File: src/rtl/core/order_command_line_parser_defines.svh
// Assertion macros for the order command line parser.
`ifndef ORDER_COMMAND_LINE_PARSER_DEFINES_SVH
`define ORDER_COMMAND_LINE_PARSER_DEFINES_SVH

// Same-cycle implication, checked out of reset.
`define OCL_ASSERT_IMP(name, pre, post, msg) \
    name: assert property (@(posedge aclk) disable iff (!aresetn) (pre) |-> (post)) \
        else $error(msg);

// Next-cycle implication, checked out of reset.
`define OCL_ASSERT_NXT(name, pre, post, msg) \
    name: assert property (@(posedge aclk) disable iff (!aresetn) (pre) |=> (post)) \
        else $error(msg);

`endif

File: src/rtl/core/ocl_pkg.sv
// Types and constants shared by the order command line parser modules.
package ocl_pkg;

    localparam logic [1:0] EV_ADD    = 2'd0;
    localparam logic [1:0] EV_CANCEL = 2'd1;
    localparam logic [1:0] EV_PRINT  = 2'd2;
    localparam logic [1:0] EV_ERROR  = 2'd3;

    localparam logic [2:0] ERR_NONE    = 3'd0;
    localparam logic [2:0] ERR_UNKNOWN = 3'd1;
    localparam logic [2:0] ERR_MISSING = 3'd2;
    localparam logic [2:0] ERR_ID      = 3'd3;
    localparam logic [2:0] ERR_SIDE    = 3'd4;
    localparam logic [2:0] ERR_PRICE   = 3'd5;
    localparam logic [2:0] ERR_QTY     = 3'd6;

    // token positions on a line
    localparam logic [2:0] TOK_CMD   = 3'd0;
    localparam logic [2:0] TOK_ID    = 3'd1;
    localparam logic [2:0] TOK_SIDE  = 3'd2;
    localparam logic [2:0] TOK_PRICE = 3'd3;
    localparam logic [2:0] TOK_QTY   = 3'd4;
    localparam logic [2:0] TOK_MAX   = 3'd7;

    // bits of the field error flags
    localparam logic [1:0] EB_ID    = 2'd0;
    localparam logic [1:0] EB_SIDE  = 2'd1;
    localparam logic [1:0] EB_PRICE = 2'd2;
    localparam logic [1:0] EB_QTY   = 2'd3;

    // keyword candidate bits
    localparam int KW_ADD    = 0;
    localparam int KW_CANCEL = 1;
    localparam int KW_PRINT  = 2;

    localparam logic [7:0] CH_HASH  = 8'h23;
    localparam logic [7:0] CH_MINUS = 8'h2D;

    localparam logic [7:0] KW_CH [3][8] = '{
        '{8'h41, 8'h44, 8'h44, 8'h00, 8'h00, 8'h00, 8'h00, 8'h00},   // ADD
        '{8'h43, 8'h41, 8'h4E, 8'h43, 8'h45, 8'h4C, 8'h00, 8'h00},   // CANCEL
        '{8'h50, 8'h52, 8'h49, 8'h4E, 8'h54, 8'h00, 8'h00, 8'h00}    // PRINT
    };
    localparam logic [2:0] KW_LEN [3] = '{3'd3, 3'd6, 3'd5};

    localparam logic [7:0] SIDE_CH [4][8] = '{
        '{8'h42, 8'h55, 8'h59, 8'h00, 8'h00, 8'h00, 8'h00, 8'h00},   // BUY
        '{8'h42, 8'h00, 8'h00, 8'h00, 8'h00, 8'h00, 8'h00, 8'h00},   // B
        '{8'h53, 8'h45, 8'h4C, 8'h4C, 8'h00, 8'h00, 8'h00, 8'h00},   // SELL
        '{8'h53, 8'h00, 8'h00, 8'h00, 8'h00, 8'h00, 8'h00, 8'h00}    // S
    };
    localparam logic [2:0] SIDE_LEN [4] = '{3'd3, 3'd1, 3'd4, 3'd1};

    // line flags at the end of a character, after any token is closed
    typedef struct packed {
        logic [2:0] tok;
        logic       skip;
        logic [2:0] kw;
        logic [3:0] side;
        logic [2:0] neg;
        logic [3:0] err;
    } line_sum_t;

    typedef struct packed {
        logic [1:0]        event_kind;
        logic [2:0]        error_code;
        logic signed [31:0] order_id;
        logic              side;
        logic signed [31:0] price;
        logic signed [31:0] quantity;
    } result_t;

endpackage

File: src/rtl/core/ocl_dacc.sv
// Decimal digit accumulator: mag * 10 + digit, saturating just above the limit.
module ocl_dacc #(
    parameter int MAG_WIDTH = 33
) (
    input  logic [MAG_WIDTH-1:0] mag_in,
    input  logic [3:0]           digit,
    output logic [MAG_WIDTH-1:0] mag_out
);
    localparam int PW = MAG_WIDTH + 4;
    localparam logic [MAG_WIDTH-1:0] LIM = {2'b01, {(MAG_WIDTH-2){1'b0}}};
    localparam logic [MAG_WIDTH-1:0] CAP = LIM + MAG_WIDTH'(1);

    logic [PW-1:0] prod;

    // x10 as x8 + x2
    assign prod = PW'({mag_in, 3'b000}) + PW'({mag_in, 1'b0}) + PW'(digit);
    assign mag_out = (prod > PW'(CAP)) ? CAP : prod[MAG_WIDTH-1:0];

endmodule

File: src/rtl/core/ocl_scan.sv
// Per-character line scanner: token split, keyword/side match, number fields.
module ocl_scan #(
    parameter int MAG_WIDTH = 33
) (
    input  logic                  aclk,
    input  logic                  aresetn,
    input  logic                  char_valid,
    input  logic [7:0]            ch,
    input  logic                  last,
    output ocl_pkg::line_sum_t    sum,
    output logic [MAG_WIDTH-1:0]  mag_id,
    output logic [MAG_WIDTH-1:0]  mag_price,
    output logic [MAG_WIDTH-1:0]  mag_qty,
    output logic                  fire
);
    import ocl_pkg::*;

    localparam logic [MAG_WIDTH-1:0] LIM = {2'b01, {(MAG_WIDTH-2){1'b0}}};

    logic [2:0]           tok_reg, tok_next;
    logic                 inside_reg, inside_next;
    logic                 skip_reg, skip_next;
    logic [2:0]           kw_reg, kw_next;
    logic [2:0]           len_reg, len_next;
    logic [3:0]           side_reg, side_next;
    logic [MAG_WIDTH-1:0] mag_reg [3];
    logic [MAG_WIDTH-1:0] mag_next [3];
    logic [2:0]           neg_reg, neg_next;
    logic [2:0]           seen_reg, seen_next;
    logic [3:0]           err_reg, err_next;

    logic                 blank;
    logic [7:0]           up;
    logic                 is_digit;
    logic                 slot_ok;
    logic [1:0]           slot;
    logic [1:0]           err_bit;
    logic [MAG_WIDTH-1:0] acc_out;

    assign blank    = (ch == 8'h20) || (ch == 8'h09) || (ch == 8'h0D) || (ch == 8'h0A);
    assign up       = ((ch >= 8'h61) && (ch <= 8'h7A)) ? (ch - 8'h20) : ch;
    assign is_digit = (ch >= 8'h30) && (ch <= 8'h39);
    assign slot_ok  = (tok_reg == TOK_ID) || (tok_reg == TOK_PRICE) || (tok_reg == TOK_QTY);
    assign slot     = (tok_reg == TOK_ID) ? 2'd0 : ((tok_reg == TOK_PRICE) ? 2'd1 : 2'd2);
    assign err_bit  = (slot == 2'd0) ? EB_ID : ((slot == 2'd1) ? EB_PRICE : EB_QTY);

    ocl_dacc #(
        .MAG_WIDTH (MAG_WIDTH)
    ) u_dacc (
        .mag_in  (mag_reg[slot]),
        .digit   (ch[3:0]),
        .mag_out (acc_out)
    );

    always_comb begin
        logic           hash;
        logic [2:0]     pos;
        logic           fin;
        logic [MAG_WIDTH-1:0] m;
        logic           over;
        tok_next    = tok_reg;
        inside_next = inside_reg;
        skip_next   = skip_reg;
        kw_next     = kw_reg;
        len_next    = len_reg;
        side_next   = side_reg;
        mag_next    = mag_reg;
        neg_next    = neg_reg;
        seen_next   = seen_reg;
        err_next    = err_reg;
        hash        = 1'b0;
        pos         = 3'd0;
        m           = '0;
        over        = 1'b0;

        // take the character
        if (char_valid && !skip_reg && !blank) begin
            if (!inside_reg) begin
                inside_next = 1'b1;
                len_next    = 3'd0;
                if ((tok_reg == TOK_CMD) && (ch == CH_HASH)) begin
                    skip_next = 1'b1;
                    hash      = 1'b1;
                end
            end
            if (!hash) begin
                pos = len_next;
                if (tok_reg == TOK_CMD) begin
                    for (int i = 0; i < 3; i++) begin
                        if ((pos >= KW_LEN[i]) || (up != KW_CH[i][pos])) begin
                            kw_next[i] = 1'b0;
                        end
                    end
                end else if (tok_reg == TOK_SIDE) begin
                    for (int i = 0; i < 4; i++) begin
                        if ((pos >= SIDE_LEN[i]) || (up != SIDE_CH[i][pos])) begin
                            side_next[i] = 1'b0;
                        end
                    end
                end else if (slot_ok) begin
                    if ((ch == CH_MINUS) && (pos == 3'd0)) begin
                        neg_next[slot] = 1'b1;
                    end else if (is_digit) begin
                        seen_next[slot] = 1'b1;
                        mag_next[slot]  = acc_out;
                    end else begin
                        err_next[err_bit] = 1'b1;
                    end
                end
                if (len_next != TOK_MAX) begin
                    len_next = len_next + 3'd1;
                end
            end
        end

        // close the token on a separator or at the line end
        fin = char_valid && !skip_next && inside_next && (blank || last);
        if (fin) begin
            if (tok_next == TOK_CMD) begin
                for (int i = 0; i < 3; i++) begin
                    if (len_next != KW_LEN[i]) kw_next[i] = 1'b0;
                end
            end else if (tok_next == TOK_SIDE) begin
                for (int i = 0; i < 4; i++) begin
                    if (len_next != SIDE_LEN[i]) side_next[i] = 1'b0;
                end
                if (side_next == 4'd0) err_next[EB_SIDE] = 1'b1;
            end else if (slot_ok) begin
                m    = mag_next[slot];
                over = neg_next[slot] ? (m > LIM) : (m >= LIM);
                if (!seen_next[slot] || over) err_next[err_bit] = 1'b1;
            end
            if (tok_next != TOK_MAX) tok_next = tok_next + 3'd1;
            inside_next = 1'b0;
            len_next    = 3'd0;
        end

        sum.tok   = tok_next;
        sum.skip  = skip_next;
        sum.kw    = kw_next;
        sum.side  = side_next;
        sum.neg   = neg_next;
        sum.err   = err_next;
        mag_id    = mag_next[0];
        mag_price = mag_next[1];
        mag_qty   = mag_next[2];
        fire      = char_valid && last && !skip_next && (tok_next != TOK_CMD);

        // every line starts clean
        if (char_valid && last) begin
            tok_next    = TOK_CMD;
            inside_next = 1'b0;
            skip_next   = 1'b0;
            kw_next     = '1;
            len_next    = 3'd0;
            side_next   = '1;
            for (int i = 0; i < 3; i++) mag_next[i] = '0;
            neg_next    = '0;
            seen_next   = '0;
            err_next    = '0;
        end
    end

    always_ff @(posedge aclk) begin
        if (!aresetn) begin
            tok_reg    <= TOK_CMD;
            inside_reg <= 1'b0;
            skip_reg   <= 1'b0;
            kw_reg     <= '1;
            len_reg    <= 3'd0;
            side_reg   <= '1;
            for (int i = 0; i < 3; i++) mag_reg[i] <= '0;
            neg_reg    <= '0;
            seen_reg   <= '0;
            err_reg    <= '0;
        end else begin
            tok_reg    <= tok_next;
            inside_reg <= inside_next;
            skip_reg   <= skip_next;
            kw_reg     <= kw_next;
            len_reg    <= len_next;
            side_reg   <= side_next;
            mag_reg    <= mag_next;
            neg_reg    <= neg_next;
            seen_reg   <= seen_next;
            err_reg    <= err_next;
        end
    end

endmodule

File: src/rtl/core/ocl_result.sv
// End-of-line decode: command, missing/bad field priority, signed values.
module ocl_result #(
    parameter int MAG_WIDTH = 33
) (
    input  ocl_pkg::line_sum_t   sum,
    input  logic [MAG_WIDTH-1:0] mag_id,
    input  logic [MAG_WIDTH-1:0] mag_price,
    input  logic [MAG_WIDTH-1:0] mag_qty,
    output ocl_pkg::result_t     res
);
    import ocl_pkg::*;

    localparam int EW = (MAG_WIDTH > 32) ? MAG_WIDTH : 32;

    logic [EW-1:0] ext_id, ext_price, ext_qty;
    logic [EW-1:0] val_id, val_price, val_qty;

    assign ext_id    = EW'(mag_id);
    assign ext_price = EW'(mag_price);
    assign ext_qty   = EW'(mag_qty);
    assign val_id    = sum.neg[0] ? (~ext_id + EW'(1))    : ext_id;
    assign val_price = sum.neg[1] ? (~ext_price + EW'(1)) : ext_price;
    assign val_qty   = sum.neg[2] ? (~ext_qty + EW'(1))   : ext_qty;

    always_comb begin
        res            = '0;
        res.event_kind = EV_ERROR;
        res.error_code = ERR_NONE;
        if (sum.kw[KW_ADD]) begin
            if (sum.tok < 3'd5)             res.error_code = ERR_MISSING;
            else if (sum.err[EB_ID])        res.error_code = ERR_ID;
            else if (sum.err[EB_SIDE])      res.error_code = ERR_SIDE;
            else if (sum.err[EB_PRICE])     res.error_code = ERR_PRICE;
            else if (sum.err[EB_QTY])       res.error_code = ERR_QTY;
            else begin
                res.event_kind = EV_ADD;
                res.order_id   = val_id[31:0];
                res.side       = sum.side[2] | sum.side[3];   // SELL or S
                res.price      = val_price[31:0];
                res.quantity   = val_qty[31:0];
            end
        end else if (sum.kw[KW_CANCEL]) begin
            if (sum.tok < 3'd2)             res.error_code = ERR_MISSING;
            else if (sum.err[EB_ID])        res.error_code = ERR_ID;
            else begin
                res.event_kind = EV_CANCEL;
                res.order_id   = val_id[31:0];
            end
        end else if (sum.kw[KW_PRINT]) begin
            res.event_kind = EV_PRINT;
        end else begin
            res.error_code = ERR_UNKNOWN;
        end
    end

endmodule

File: src/rtl/core/order_command_line_parser.sv
// Top level of the order command line parser: input stage, scanner, result register.
//
//  Channel | Handshake          | Payload
//  --------+--------------------+-----------------------------------------------------
//  input   | s_tvalid s_tready  | s_tdata = one character, s_tlast = line end
//  result  | m_tvalid m_tready  | m_tdata = code and values, m_tuser = event kind
//
// Rate: one character per clock while no line end is held (see Stalls). A character is accepted
// into the input stage and scanned out of it at the next edge, unless it is a held line end; a
// line's result enters the output register at the edge that scans its line end.
// Reset: aresetn low for one clock clears the line state and both valid flags.
// Stalls: characters keep flowing while a result waits; only a line-end character
// waits in the input stage (s_tready low) while the previous result is held by
// m_tready low.
module order_command_line_parser #(
    parameter int VALUE_WIDTH = 32
) (
    input  logic         aclk,
    input  logic         aresetn,
    input  logic         s_tvalid,
    output logic         s_tready,
    input  logic [7:0]   s_tdata,    // [7:0] ch
    input  logic         s_tlast,    // line_end
    output logic         m_tvalid,
    input  logic         m_tready,
    output logic [103:0] m_tdata,    // [2:0] error_code, [34:3] order_id, [35] side,
                                     // [67:36] price, [99:68] quantity, [103:100] zero
    output logic [1:0]   m_tuser     // [1:0] event_kind
);
    import ocl_pkg::*;

    localparam int MAG_WIDTH = VALUE_WIDTH + 1;

    // input stage
    logic       in_valid_reg, in_valid_next;
    logic [7:0] in_ch_reg;
    logic       in_last_reg;
    logic       adv;

    // result register
    logic       m_valid_reg, m_valid_next;
    result_t    m_data_reg;
    logic       out_free;

    line_sum_t            sum;
    logic [MAG_WIDTH-1:0] mag_id, mag_price, mag_qty;
    logic                 fire;
    result_t              res;

    // checker terms on the registered result
    logic       out_is_err;
    logic       out_no_code;
    logic       out_no_vals;

    // result slot is empty or drains at this edge
    assign out_free = !m_valid_reg || m_tready;

    // a line end moves on only when the result slot is free or draining
    assign adv = in_valid_reg && (!in_last_reg || out_free);
    // a new request is taken whenever the stage is empty or moves on this cycle
    assign s_tready = !in_valid_reg || adv;

    assign in_valid_next = (s_tvalid && s_tready) || (in_valid_reg && !adv);
    assign m_valid_next  = (m_valid_reg && !m_tready) || fire;

    always_ff @(posedge aclk) begin
        if (!aresetn) begin
            in_valid_reg <= 1'b0;
            m_valid_reg  <= 1'b0;
        end else begin
            in_valid_reg <= in_valid_next;
            m_valid_reg  <= m_valid_next;
        end
    end

    always_ff @(posedge aclk) begin
        if (s_tvalid && s_tready) begin
            in_ch_reg   <= s_tdata;
            in_last_reg <= s_tlast;
        end
        if (fire) begin
            m_data_reg <= res;
        end
    end

    ocl_scan #(
        .MAG_WIDTH (MAG_WIDTH)
    ) u_scan (
        .aclk       (aclk),
        .aresetn    (aresetn),
        .char_valid (adv),
        .ch         (in_ch_reg),
        .last       (in_last_reg),
        .sum        (sum),
        .mag_id     (mag_id),
        .mag_price  (mag_price),
        .mag_qty    (mag_qty),
        .fire       (fire)
    );

    ocl_result #(
        .MAG_WIDTH (MAG_WIDTH)
    ) u_result (
        .sum       (sum),
        .mag_id    (mag_id),
        .mag_price (mag_price),
        .mag_qty   (mag_qty),
        .res       (res)
    );

    assign m_tvalid = m_valid_reg;
    assign m_tuser  = m_data_reg.event_kind;
    assign m_tdata  = {4'b0000, m_data_reg.quantity, m_data_reg.price, m_data_reg.side,
                       m_data_reg.order_id, m_data_reg.error_code};

    assign out_is_err  = (m_data_reg.event_kind == EV_ERROR);
    assign out_no_code = (m_data_reg.error_code == ERR_NONE);
    assign out_no_vals = (m_data_reg.order_id == 32'sd0) && (m_data_reg.price == 32'sd0) &&
                         (m_data_reg.quantity == 32'sd0) && !m_data_reg.side;

`include "order_command_line_parser_defines.svh"

    // a good event never carries an error code
    `OCL_ASSERT_IMP(a_ok_no_code, m_valid_reg && !out_is_err, out_no_code, "event with error code")

    // an error carries a code and no values
    `OCL_ASSERT_IMP(a_err_clean, m_valid_reg && out_is_err, !out_no_code && out_no_vals, "error with values")

    // a result only appears after a line end is scanned
    `OCL_ASSERT_NXT(a_no_spurious, out_free && !(adv && in_last_reg), !m_valid_reg, "result without line end")

endmodule

File: config.mk
export PLATFORM = sky130hd
export DESIGN_NAME = order_command_line_parser
export DESIGN_NICKNAME = d
export VERILOG_FILES = /design/src/rtl/core/ocl_pkg.sv /design/src/rtl/core/ocl_dacc.sv /design/src/rtl/core/ocl_scan.sv /design/src/rtl/core/ocl_result.sv /design/src/rtl/core/order_command_line_parser.sv
export VERILOG_INCLUDE_DIRS = /design/src /design/src/rtl/core
export SDC_FILE = /design/constraint.sdc
export NUM_CORES = 1
export LEC_CHECK = 0
export BUFFER_PORTS_ARGS = -buffer_cell sky130_fd_sc_hd__buf_4
export CAP_MARGIN = 15
export CORE_UTILIZATION = 50
export CTS_CLUSTER_SIZE = 30
export DETAILED_ROUTE_END_ITERATION = 12
export GPL_ROUTABILITY_DRIVEN = 0
export GPL_TIMING_DRIVEN = 0
export HOLD_SLACK_MARGIN = 0.1
export PLACE_DENSITY = 0.68
export REMOVE_ABC_BUFFERS = 1
export SKIP_LAST_GASP = 1
export SLEW_MARGIN = 10
export SYNTH_ARGS = -nofsm -noshare
export SYNTH_HDL_FRONTEND = slang
export SYNTH_HIERARCHICAL = 1
export SYNTH_SLANG_ARGS = --single-unit
File: constraint.sdc
create_clock -name aclk -period 33.3 [get_ports aclk]
set_input_delay 3.33 -clock aclk [delete_from_list [all_inputs] [get_ports aclk]]
set_output_delay 3.33 -clock aclk [all_outputs]
set_load 0.02 [all_outputs]
=== After elaboration in Yosys (flattened, before gate mapping) ===
Memories as Yosys holds them, arrays and structs flattened.
Cells that the tools add are included.

* Register bits after elaboration: 237
* ROM bits: 448
* Input port bits: 13
* Output and inout bits: 108
* Word-level logic and storage cells: 304
* Memories: 7

* $add $sub $neg: 8
* Order comparisons: 21
* Equality and inequality tests: 25
* Mux-type cells: 154
* Bitwise logic cells: 12
* Reductions and logical operators: 55

{| class="wikitable"
|+ Memory list
! memory !! depth !! bits a word !! rd ports !! clocked after Yosys merged registers in !! wr ports !! RTL line !! RTL
|-
| (no name shown) || 8 || 8 || 1 || 0 || 0 || ocl_scan.sv:90 || <nowiki>if ((pos >= KW_LEN[i]) || (up != KW_CH[i][pos])) begin</nowiki>
|-
| (no name shown) || 8 || 8 || 1 || 0 || 0 || ocl_scan.sv:90 ||
|-
| (no name shown) || 8 || 8 || 1 || 0 || 0 || ocl_scan.sv:90 ||
|-
| (no name shown) || 8 || 8 || 1 || 0 || 0 || ocl_scan.sv:96 || <nowiki>if ((pos >= SIDE_LEN[i]) || (up != SIDE_CH[i][pos])) begin</nowiki>
|-
| (no name shown) || 8 || 8 || 1 || 0 || 0 || ocl_scan.sv:96 ||
|-
| (no name shown) || 8 || 8 || 1 || 0 || 0 || ocl_scan.sv:96 ||
|-
| +1 memories || -- || -- || -- || -- || -- || -- ||
|}

{| class="wikitable"
|+ Operators with widths
! kind !! number
|-
| two-way mux 99 bit || 7
|-
| two-way mux 97 bit || 5
|-
| two-way mux 33 bit || 6
|-
| two-way mux 32 bit || 6
|-
| binary-select mux 33 bit (select 2 bit) || 2
|-
| two-way mux 8 bit || 15
|-
| bitwise mux 99 bit || 1
|-
| adder 32 x 1 -> 32 bit (second input constant) || 3
|-
| NOT 32 bit || 3
|-
| two-way mux 3 bit || 31
|-
| two-way mux 4 bit || 18
|-
| demux 33 bit (select 2 bit) || 1
|-
| inequality test 8 bit || 7
|-
| two-way mux 1 bit || 44
|-
| adder 36 x 34 -> 37 bit || 1
|-
| adder 37 x 4 -> 37 bit || 1
|-
| > comparator 37 x 32 -> 1 bit (second input constant) || 1
|-
| two-way mux 37 bit || 1
|-
| >= comparator 33 x 32 -> 1 bit (second input constant) || 1
|-
| > comparator 33 x 32 -> 1 bit (second input constant) || 1
|-
| == test 8 x 4 -> 1 bit (second input constant) || 3
|-
| == test 8 x 6 -> 1 bit (second input constant) || 3
|-
| two-way mux 2 bit || 12
|-
| logical AND 1 bit || 19
|-
| 40 further kinds || 83
|}

=== Longest topological paths before layout ===
Gate-level depths: netlist (run 1).

* Depth after elaboration: 36
* Depth in mapped cells: 36
* Mapped depth without buffers: 33

=== Modules after synthesis ===
The synthesis (run 1) kept the hierarchy.

{| class="wikitable"
|+ By module, submodules not included
! module !! times used !! cells an instance !! area each (um2) !! sequential area each (um2)
|-
| ocl_scan || 1 || 926 || 7389.6 || 2482.4
|-
| order_command_line_parser || 1 || 125 || 3470.8 || 3373.2
|-
| ocl_dacc || 1 || 363 || 2766.4 || 0.0
|-
| ocl_result || 1 || 437 || 2636.3 || 0.0
|}

=== Worst setup path after synthesis (run 1) ===
No wires, ideal clock.

* Path kind: input-to-reg
* Start point: in m_tready
* End point: reg m_valid_reg, in the netlist m_tvalid
* Setup time: 95 ps
* Arrival time: 13414 ps
* Data required time: 33205 ps
* Setup slack: 19790 ps
* Cell stages on the path: 8
* Buffers on the path: 0
* Path through: and2b_1 > a21boi_1 > nor2b_1 > nand2_2 > a21oi_1 > xnor2_1 > a311oi_1 > o21a_1

* Cells in the longest elaborated chain, start to end: 14
* Elaborated cells on any way between the ends: 19
* Classes of those cells: 3 x mux; 16 x reduce/logical

{| class="wikitable"
|+ Ends and longest elaborated chain
! what !! RTL line !! RTL
|-
| start, declared || order_command_line_parser.sv:25 || <nowiki>input logic m_tready,</nowiki>
|-
| logical OR 1 bit * || order_command_line_parser.sv:56 || <nowiki>assign out_free = !m_valid_reg || m_tready;</nowiki>
|-
| logical OR 1 bit * || order_command_line_parser.sv:59 || <nowiki>assign adv = in_valid_reg && (!in_last_reg || out_free);</nowiki>
|-
| logical AND 1 bit * || order_command_line_parser.sv:59 ||
|-
| named net adv || order_command_line_parser.sv:38 || <nowiki>logic adv;</nowiki>
|-
| logical AND 1 bit (2 in a row) || ocl_scan.sv:77 || <nowiki>if (char_valid && !skip_reg && !blank) begin</nowiki>
|-
| two-way mux 1 bit || ocl_scan.sv:77 ||
|-
| logical NOT 1 bit || ocl_scan.sv:117, ocl_scan.sv:147 ||
|-
| logical AND 1 bit (3 in a row) || ocl_scan.sv:117 || <nowiki>fin = char_valid && !skip_next && inside_next && (blank || last);</nowiki>
|-
| two-way mux 3 bit || ocl_scan.sv:118 || <nowiki>if (fin) begin</nowiki>
|-
| nonzero test 3 bit || ocl_scan.sv:147 || <nowiki>fire = char_valid && last && !skip_next && (tok_next != TOK_CMD);</nowiki>
|-
| logical AND 1 bit * || ocl_scan.sv:147 ||
|-
| named net fire || order_command_line_parser.sv:47 || <nowiki>logic fire;</nowiki>
|-
| logical OR 1 bit * || order_command_line_parser.sv:64 || <nowiki>assign m_valid_next = (m_valid_reg && !m_tready) || fire;</nowiki>
|-
| end signal, assigned || order_command_line_parser.sv:72 || <nowiki>m_valid_reg <= m_valid_next;</nowiki>
|-
| end, declared || order_command_line_parser.sv:41 || <nowiki>logic m_valid_reg, m_valid_next;</nowiki>
|}

Mark *: on every way through the listed nets, which the timed path passes. The rest lies on a longest branch.
A chain may end at the register's enable or synchronous reset.

==> reports/qor.yml, run 1 <==
crit_path_top_delay_cell: "or2_2"
largest_reg_flops: 100
coreArea_sq_um: 31800
final_nets: 2003
die_y_um: 182
fin_crit_sh_pct: 30.7
syn_inst: 1849
worstPathRequired_ns: 33.68
syn_avg_cell_area_sq_um: 8.79
grt_pass1_wl_um: 74800
clk_pin_slew_ns: 0.06
rows: 65
cts_buffers: 26
status: "finished clean"
timing.rr.start: "u_scan/tok_reg[1]"
drtPass1Iterations: 5
n_antenna_cell: 0
fin_area_sq_um: 18400
power_mw: 0.629
ir_worst_vdd_v: 0.0000357
first_iter_violations: 1356
holdCritPathClass: "flop to flop"
clock_skew_ns: 0.0164
tightest_slew_ns: 1.18
max_stage_delay_ns: 0.73
die_area_sq_um: 33200
vias: 14600
setup_viol: 0
cts_hold_buf: 0
avgRoutedWirePerCell_um: 20.1
fin_setup_tns_ns: 0
setup_slack_ns: 23.07
hold_end: "u_scan/kw_reg[0]"
drive_above_1_share_pct: 16.3
endpoint_kind: "flop"
reg2reg_depth: 30
initial_utilization_pct: 51.1
drt_wl_total_um: 47400
insertion_delay_ns: 0.54
hpwl_um: 35800
hold_viol: 0
area_delta_synth_final_pct: 13.1
synth_warnings: 6
cp_common_cell: "inv_1"
htree_levels: 1
fin_crit_ns: 10.23
holdWs_ns: 0.442
cts_buffer_depth: 3
worst_ep_arrival_time_ns: 10.61
die_w_um: 182
grt_max_degree: 81
path_max_fanout: 46
fmax_ghz: 0.0977
clock-sinks: 237
multi_input_area_sq_um: 9820
fin_cells: 2363
grt_pass1_vias: 13600
grt_util_all_layers_pct: 28.2
worstHoldPathCells: 1
pin_count: 121
post-place-ws_ns: 23.22
post-cts-setup-buffers: 0
via_per_inst: 6.16
cap_viol_max_count: 0
cts_tree: "built"
hold_start: "u_scan/kw_reg[0]"
critPathLaunchType: "flop"
drv_slew: 0
drc: 0
drtAntennaViolNets: 0
cts_root_buf: "clkbuf_16"
leakage_nw: 7.61
placed_cell_area_sq_um: 17500
syn_area_sq_um: 16300
rr_endpoint: "m_tdata[96]"
powerDensity_nw_per_um2: 34.2
cts.repair.resized: 0
antenna_found_initial: 0
rrSetupSlack_ns: 23.07
final_util_pct: 57.8
crit_type: "flop to flop"
timing.max_slew.rel_slack_pct: 21.1
portBuffers: 116
nFillCells: 2829
grt_overflow: 0
seq_area_sq_um: 5860
placedCellCount: 2314
rsz0062_at_grt: "no"
report_power, final:
group / total, mW / switching, mW / internal (mW)
clock: 0.282 / 0.120 / 0.162
sequential: 0.313 / 0.00533 / 0.307
combinational: 0.0344 / 0.0218 / 0.0126
worst max-delay path: cells and delay by family, from the launching register on:
family	cells	cell delay (ns)
fa+ha+maj	3	1.32
flops	1	0.38
simple gates	12	4.76
buf+inv	5	0.82
compound gates	10	2.70
layout make-up:
type / instances / area share [%]
Clock buffer: 33 / 3.96
Multi-Input combinational cell: 1472 / 53.4
Clock inverter: 15 / 0.599
Inverter: 37 / 0.755
Timing Repair Buffer: 134 / 6.45
Tap cell: 435 / 2.96
Sequential cell: 237 / 31.9
placed cells by master, fill, tap and decap left out, types with 44 or more instances in the layout:
| master | count |
|---|---|
| nor2_1 | 187 |
| nor3_1 | 44 |
| nand2_1 | 224 |
| dfxtp_1 | 125 |
| edfxtp_1 | 111 |
| a21oi_1 | 93 |
| xor2_1 | 106 |
| ha_1 | 79 |
| buf_4 | 116 |
| o21ai_0 | 100 |
| mux2_2 | 66 |
| and2_1 | 85 |
routing by layer:
metal / track usage [%] / vias up / routed length (um)
li1: - / 6856 / -
met1: 38.9 / 7002 / 20900
met2: 44.2 / 604 / 21100
met3: 4.13 / 88 / 3540
met4: 12.0 / 0 / 1870
met5: 0 / - / 0
how the worst max path moves through the flow:
stage                      start     endpoint  depth (start not counted)
2_1_floorplan           m_tready     m_tvalid                          8
3_3_place_gp            m_tready     m_tvalid                          9
3_5_place_dp   u_scan/tok_reg[1]  m_tdata[96]                         30
4_1_cts        u_scan/tok_reg[1]  m_tdata[96]                         30
5_1_grt        u_scan/tok_reg[1]  m_tdata[99]                         30
6_report       u_scan/tok_reg[1]  m_tdata[96]                         30
No activity file was read; power rests on OpenSTA's default activity.
==> inputs of run 2 (changes only) <==
==> constraint.sdc (replaced) <==
create_clock -name aclk -period 9.55 [get_ports aclk]
set_input_delay 0.955 -clock aclk [delete_from_list [all_inputs] [get_ports aclk]]
set_output_delay 0.955 -clock aclk [all_outputs]
set_load 0.02 [all_outputs]
==> run 2 against run 1 <==
Against the previous run:
- register-to-register slack worse by 23 ns
- combinational power grew to 3.6 times the previous value
- first-iteration DRC count is 6.7% higher
- largest cell class unchanged
- critical path type unchanged
- sequential power grew to 3.5 times the previous value
- maximum frequency is 11% higher
- critical path depth stayed put
- clock skew hardly changed
==> reports/qor.yml, run 2 (synthesis gave the netlist of run 1 again) <==
die_area_sq_um: 33200  # unchanged
cts_buffer_depth: 3  # unchanged
die_y_um: 182  # unchanged
rr_endpoint: "m_tdata[30]"
fin_crit_ns: 9.18  # -1.05 ns
cap_viol_max_count: 0  # unchanged
grt_overflow: 0  # unchanged
drt_wl_total_um: 48400  # +2.1%
drive_above_1_share_pct: 17.2  # +0.84 points
cp.depth: 30  # unchanged
tightest_slew_ns: 1.18  # -0.00504 ns
status: "finished clean"
htree_levels: 1  # unchanged
timing.rr.start: "u_scan/tok_reg[1]"
timing.max_slew.rel_slack_pct: 21.4  # +0.34 points
clock_skew_ns: 0.0160  # -0.000422 ns
clock-sinks: 237  # unchanged
crit_path_top_delay_cell: "or4_1"
cp_top_family: "simple AND/OR/NAND/NOR gates"
crit_type: "flop to flop"
die_w_um: 182  # unchanged
grt_pass1_wl_um: 75200  # +0.57%
critPathLaunchType: "flop"
coreArea_sq_um: 31800  # unchanged
rrSetupSlack_ns: 0.37  # -22.70 ns
endpoint: "m_tdata[30]"
placed_cell_area_sq_um: 17500  # unchanged
first_iter_violations: 1447  # +6.7%
worst_ep_arrival_time_ns: 9.57  # -1.04 ns
post-place-ws_ns: -0.535  # -23.75 ns
grt_pass1_vias: 13700  # +0.67%
path_max_fanout: 28  # -39%
fmax_ghz: 0.109  # +11%
pin_count: 121  # unchanged
cts_tree: "built"
portBuffers: 116  # unchanged
holdCritPathClass: "flop to flop"
reg2reg_depth: 30  # unchanged
drtPass1Iterations: 6  # +1
drtAntennaViolNets: 0  # unchanged
insertion_delay_ns: 0.54  # about the same
cts_buffers: 26  # unchanged
max_stage_delay_ns: 0.64  # -0.09 ns
leakage_nw: 7.67  # +0.78%
initial_utilization_pct: 51.1  # unchanged
fin_area_sq_um: 18500  # +0.88%
final_nets: 2013  # +0.50%
area_delta_synth_final_pct: 14.1
powerDensity_nw_per_um2: 118  # +250%
layout_commonest_cell: "nand2_1"
rows: 65  # unchanged
hold_start: "u_scan/kw_reg[0]"
hold_viol: 0  # unchanged
drv_slew: 0  # unchanged
rsz0062_at_grt: "no"
crit_start: "u_scan/tok_reg[1]"
largest_reg_flops: 100  # unchanged
layout_common_cells: "nand2_1 (224), nor2_1 (185), dfxtp_1 (125)"
n_antenna_cell: 0  # unchanged
hpwl_um: 35800  # unchanged
vias: 14600  # +0.67%
clk_pin_slew_ns: 0.06  # about the same
avgRoutedWirePerCell_um: 20.4  # +1.7%
via_per_inst: 6.17  # +0.25%
drc: 0  # unchanged
crit_buf_inv: 3  # -2
setup_viol: 0  # unchanged
endpoint_kind: "flop"
cts_root_buf: "clkbuf_16"
setup_slack_ns: 0.368  # -22.70 ns
grt_max_degree: 81  # unchanged
grt_util_all_layers_pct: 28.4  # +0.18 points
ir_worst_vdd_v: 0.000124  # +250%
worstPathRequired_ns: 9.93  # -23.75 ns
antenna_found_initial: 1  # +1
fin_crit_sh_pct: 96.1  # +65 points
-- run 2: cell types whose count changed in the layout (fill, tap and decap cells not counted), moves of 2 or more --
cell    delta
buf_4      +5
nor3_1     -2
nor2_4     +2
nor2_1     -2
-- run 2: area by class of cell --
type | instances | area, sq um
Clock buffer | 33 | 728
Clock inverter | 15 | 110
Fill cell | 2807 | 13300
Inverter | 37 | 139
Multi-Input combinational cell | 1476 | 9920
Sequential cell | 237 | 5860
Tap cell | 435 | 544
Timing Repair Buffer | 140 | 1240
-- run 2: worst register-to-register path, delay by kind of cell (launching register included) --
| kind | cells | cell delay (ns) |
|---|---|---|
| flops | 1 | 0.38 |
| simple gates | 14 | 4.64 |
| xor+xnor | 1 | 0.13 |
| compound gates | 9 | 2.22 |
| buf+inv | 3 | 0.58 |
| fa+ha+maj | 3 | 1.07 |
-- run 2: per-layer routing --
metal / GRT usage, % / vias up / part of all wire [%]
li1: - / 6879 / -
met1: 39.0 / 7010 / 44
met2: 44.1 / 657 / 44
met3: 4.33 / 102 / 7.8
met4: 12.8 / 0 / 4.4
met5: 0 / - / 0
-- run 2: timing repair --
action	CTS	global route
buffers inserted	0	6
endpoints found under the setup margin	99	100
hold buffers	0	0
resized for setup	3	13
gates cloned	2	2
pin swaps	0	2
-- run 2: how the worst min path moves through the flow --
stage                         endpoint  slack (ns)  depth (start not counted)
finish                u_scan/kw_reg[0]        0.44                          1
global placement      u_scan/kw_reg[0]        0.43                          1
floorplan             u_scan/kw_reg[0]        0.42                          1
detailed placement    u_scan/kw_reg[0]        0.43                          1
global route        u_scan/seen_reg[0]        0.49                          2
CTS                   u_scan/kw_reg[0]        0.45                          1
-- run 2: where the power goes --
part | leakage [nW] | switching [mW] | internal, mW
Sequential | 1.93 | 0.0186 | 1.07
Clock | 0.425 | 0.415 | 0.566
Combinational | 5.32 | 0.0785 | 0.0451
-- run 2: metrics by stage --
stage | hold WS, ns | total power [mW] | std cells | util [%] | TNS, ns
6_report | 0.444 | 2.20 | 2373 | 58.3 | 0
3_5_place_dp | 0.431 | 1.23 | 2314 | 55.1 | -33.76
5_1_grt | 0.492 | 2.26 | 2373 | 58.3 | 0
3_3_place_gp | 0.427 | 1.22 | 2297 | 53.9 | -1121.44
4_1_cts | 0.445 | 2.21 | 2364 | 57.9 | 0
2_1_floorplan | 0.418 | 1.18 | 1746 | - | -264.00
==> inputs of run 3 (changes only) <==
--- a/config.mk
+++ b/config.mk
@@ -15,6 +15,7 @@
 export GPL_TIMING_DRIVEN = 0
 export HOLD_SLACK_MARGIN = 0.1
 export PLACE_DENSITY = 0.68
+export RECOVER_POWER = 50
 export REMOVE_ABC_BUFFERS = 1
 export SKIP_LAST_GASP = 1
 export SLEW_MARGIN = 10
==> run 3 against run 2 <==
Against the previous run:
- the run now ends with max-capacitance violations, max-slew violations left
- setup slack lost 0.016 ns
- power fell by 0.51%
- final area shrank 2.7%
- first-iteration DRC count fell by 0.90%
- final cell count stayed put
- combinational power decreased by 8%
==> reports/qor.yml, run 3 (synthesis gave the netlist of run 1 again) <==
status: "complete, but fails checks"
failed_checks: "max-capacitance violations, max-slew violations"
worstPathRequired_ns: 9.93  # about the same
via_per_inst: 6.17  # about the same
fin_crit_sh_pct: 96.3  # +0.17 points
pin_count: 121  # unchanged
cts_hold_buf: 0  # unchanged
path_max_fanout: 28  # unchanged
rrSetupSlack_ns: 0.35  # -0.02 ns
leakage_nw: 7.26  # -5.3%
insertion_delay_ns: 0.54  # about the same
final_nets: 2013  # unchanged
first_iter_violations: 1434  # -0.90%
layout_common_cells: "nand2_1 (226), nor2_1 (185), dfxtp_1 (125)"
grt_pass1_vias: 13700  # unchanged
portBuffers: 116  # unchanged
coreArea_sq_um: 31800  # unchanged
cts_buffer_depth: 3  # unchanged
cts_buffers: 26  # unchanged
drtAntennaViolNets: 0  # unchanged
cts_root_buf: "clkbuf_16"
area_delta_synth_final_pct: 11.0
rsz0062_at_grt: "no"
clock_skew_ns: 0.0141  # -0.00191 ns
endpoint_kind: "flop"
drtPass1Iterations: 6  # unchanged
setup_viol: 0  # unchanged
worst_ep_arrival_time_ns: 9.58  # about the same
drv_slew: 14  # +14
powerDensity_nw_per_um2: 121  # +2.3%
holdCritPathClass: "flop to flop"
die_area_sq_um: 33200  # unchanged
holdWs_ns: 0.445  # +0.00108 ns
largest_reg_flops: 100  # unchanged
cts_tree: "built"
crit_path_top_delay_cell: "or4_1"
n_antenna_cell: 0  # unchanged
drt_wl_total_um: 48400  # about the same
antenna_found_initial: 1  # unchanged
fin_crit_ns: 9.20  # +0.0162 ns
timing.max_slew.rel_slack_pct: -3.62  # -25 points
fmax_ghz: 0.109  # -0.18%
drive_above_1_share_pct: 11.1  # -6.1 points
layout_commonest_cell: "nand2_1"
grt_overflow: 0  # unchanged
critPathLaunchType: "flop"
hold_viol: 0  # unchanged
initial_utilization_pct: 51.1  # unchanged
max_stage_delay_ns: 0.63  # about the same
vias: 14700  # +0.020%
die_w_um: 182  # unchanged
grt_max_degree: 81  # unchanged
crit_type: "flop to flop"
final_util_pct: 56.7  # -1.6 points
htree_levels: 1  # unchanged
grt_pass1_wl_um: 75200  # unchanged
die_y_um: 182  # unchanged
avgRoutedWirePerCell_um: 20.4  # about the same
ir_worst_vdd_v: 0.000125  # +0.76%
cap_viol_max_count: 1  # +1
grt_util_all_layers_pct: 28.4  # unchanged
rows: 65  # unchanged
drc: 0  # unchanged
post-place-ws_ns: -0.535  # unchanged
clock-sinks: 237  # unchanged
setup_slack_ns: 0.352  # -0.0162 ns
hpwl_um: 35800  # unchanged
tightest_slew_ns: 1.55  # +0.374 ns
clk_pin_slew_ns: 0.06  # about the same
[run 3: cell types whose count changed in the layout (fill, tap and decap cells not counted), sizes merged]
cell	before	now
buf	140	20
clkbuf	33	153
[run 3: report_power, final]
| part | switching, mW | internal [mW] | total [mW] | leakage (nW) |
|---|---|---|---|---|
| Combinational | 0.0773 | 0.0366 | 0.114 | 4.91 |
| Clock | 0.414 | 0.566 | 0.980 | 0.425 |
| Sequential | 0.0181 | 1.07 | 1.09 | 1.93 |
[run 3: area by class of cell]
cell class	instances	area (sq um)
timing repair buffer	140	800
tap	435	544
sequential	237	5860
fill	2914	13800
multi-input combinational	1476	9860
inverter	37	139
clock inverter	15	110
clock buffer	33	728
[run 3: critical path: cells and delay by family, from the launching register on]
family	cells	cell delay [ns]
flip-flops	1	0.34
AO/OA/AOI/OAI	9	2.29
buffers and inverters	3	0.55
adder cells (fa/ha/maj)	3	1.22
XOR/XNOR	1	0.14
AND/OR/NAND/NOR	14	4.49
[run 3: repair_timing]
| item | in CTS | in global routing |
|---|---|---|
| buffers inserted | 0 | 6 |
| cloned | 2 | 2 |
| setup endpoints to repair | 99 | 100 |
| gates resized for setup | 3 | 13 |
| pin swaps | 0 | 2 |
[run 3: per-stage QoR]
stage | instances | setup TNS (ns) | power, mW | cell area [sq um]
after floorplan | 1746 | -264.00 | 1.18 | 15700
after global placement | 2297 | -1121.44 | 1.22 | 17200
after detailed placement | 2314 | -33.76 | 1.23 | 17500
after CTS | 2364 | 0 | 2.21 | 18400
after global routing | 2373 | 0 | 2.25 | 18000
final | 2373 | 0 | 2.18 | 18000
[run 3: worst paths after layout]
kind / from / to / cells after the start
worst max-delay path: u_scan/tok_reg[1] / m_tdata[30] / 30
worst min register to register: u_scan/kw_reg[0] / u_scan/kw_reg[0] / 1
worst min-delay path: u_scan/kw_reg[0] / u_scan/kw_reg[0] / 1
worst max register to register: u_scan/tok_reg[1] / m_tdata[30] / 30
[run 3: per-layer routing]
| layer | vias to the layer above | GRT usage, % | part of all wire (%) |
|---|---|---|---|
| met3 | 100 | 4.33 | 7.9 |
| met5 | - | 0 | 0 |
| li1 | 6876 | - | - |
| met1 | 6989 | 39.0 | 44 |
| met2 | 686 | 44.1 | 44 |
| met4 | 0 | 12.8 | 4.4 |
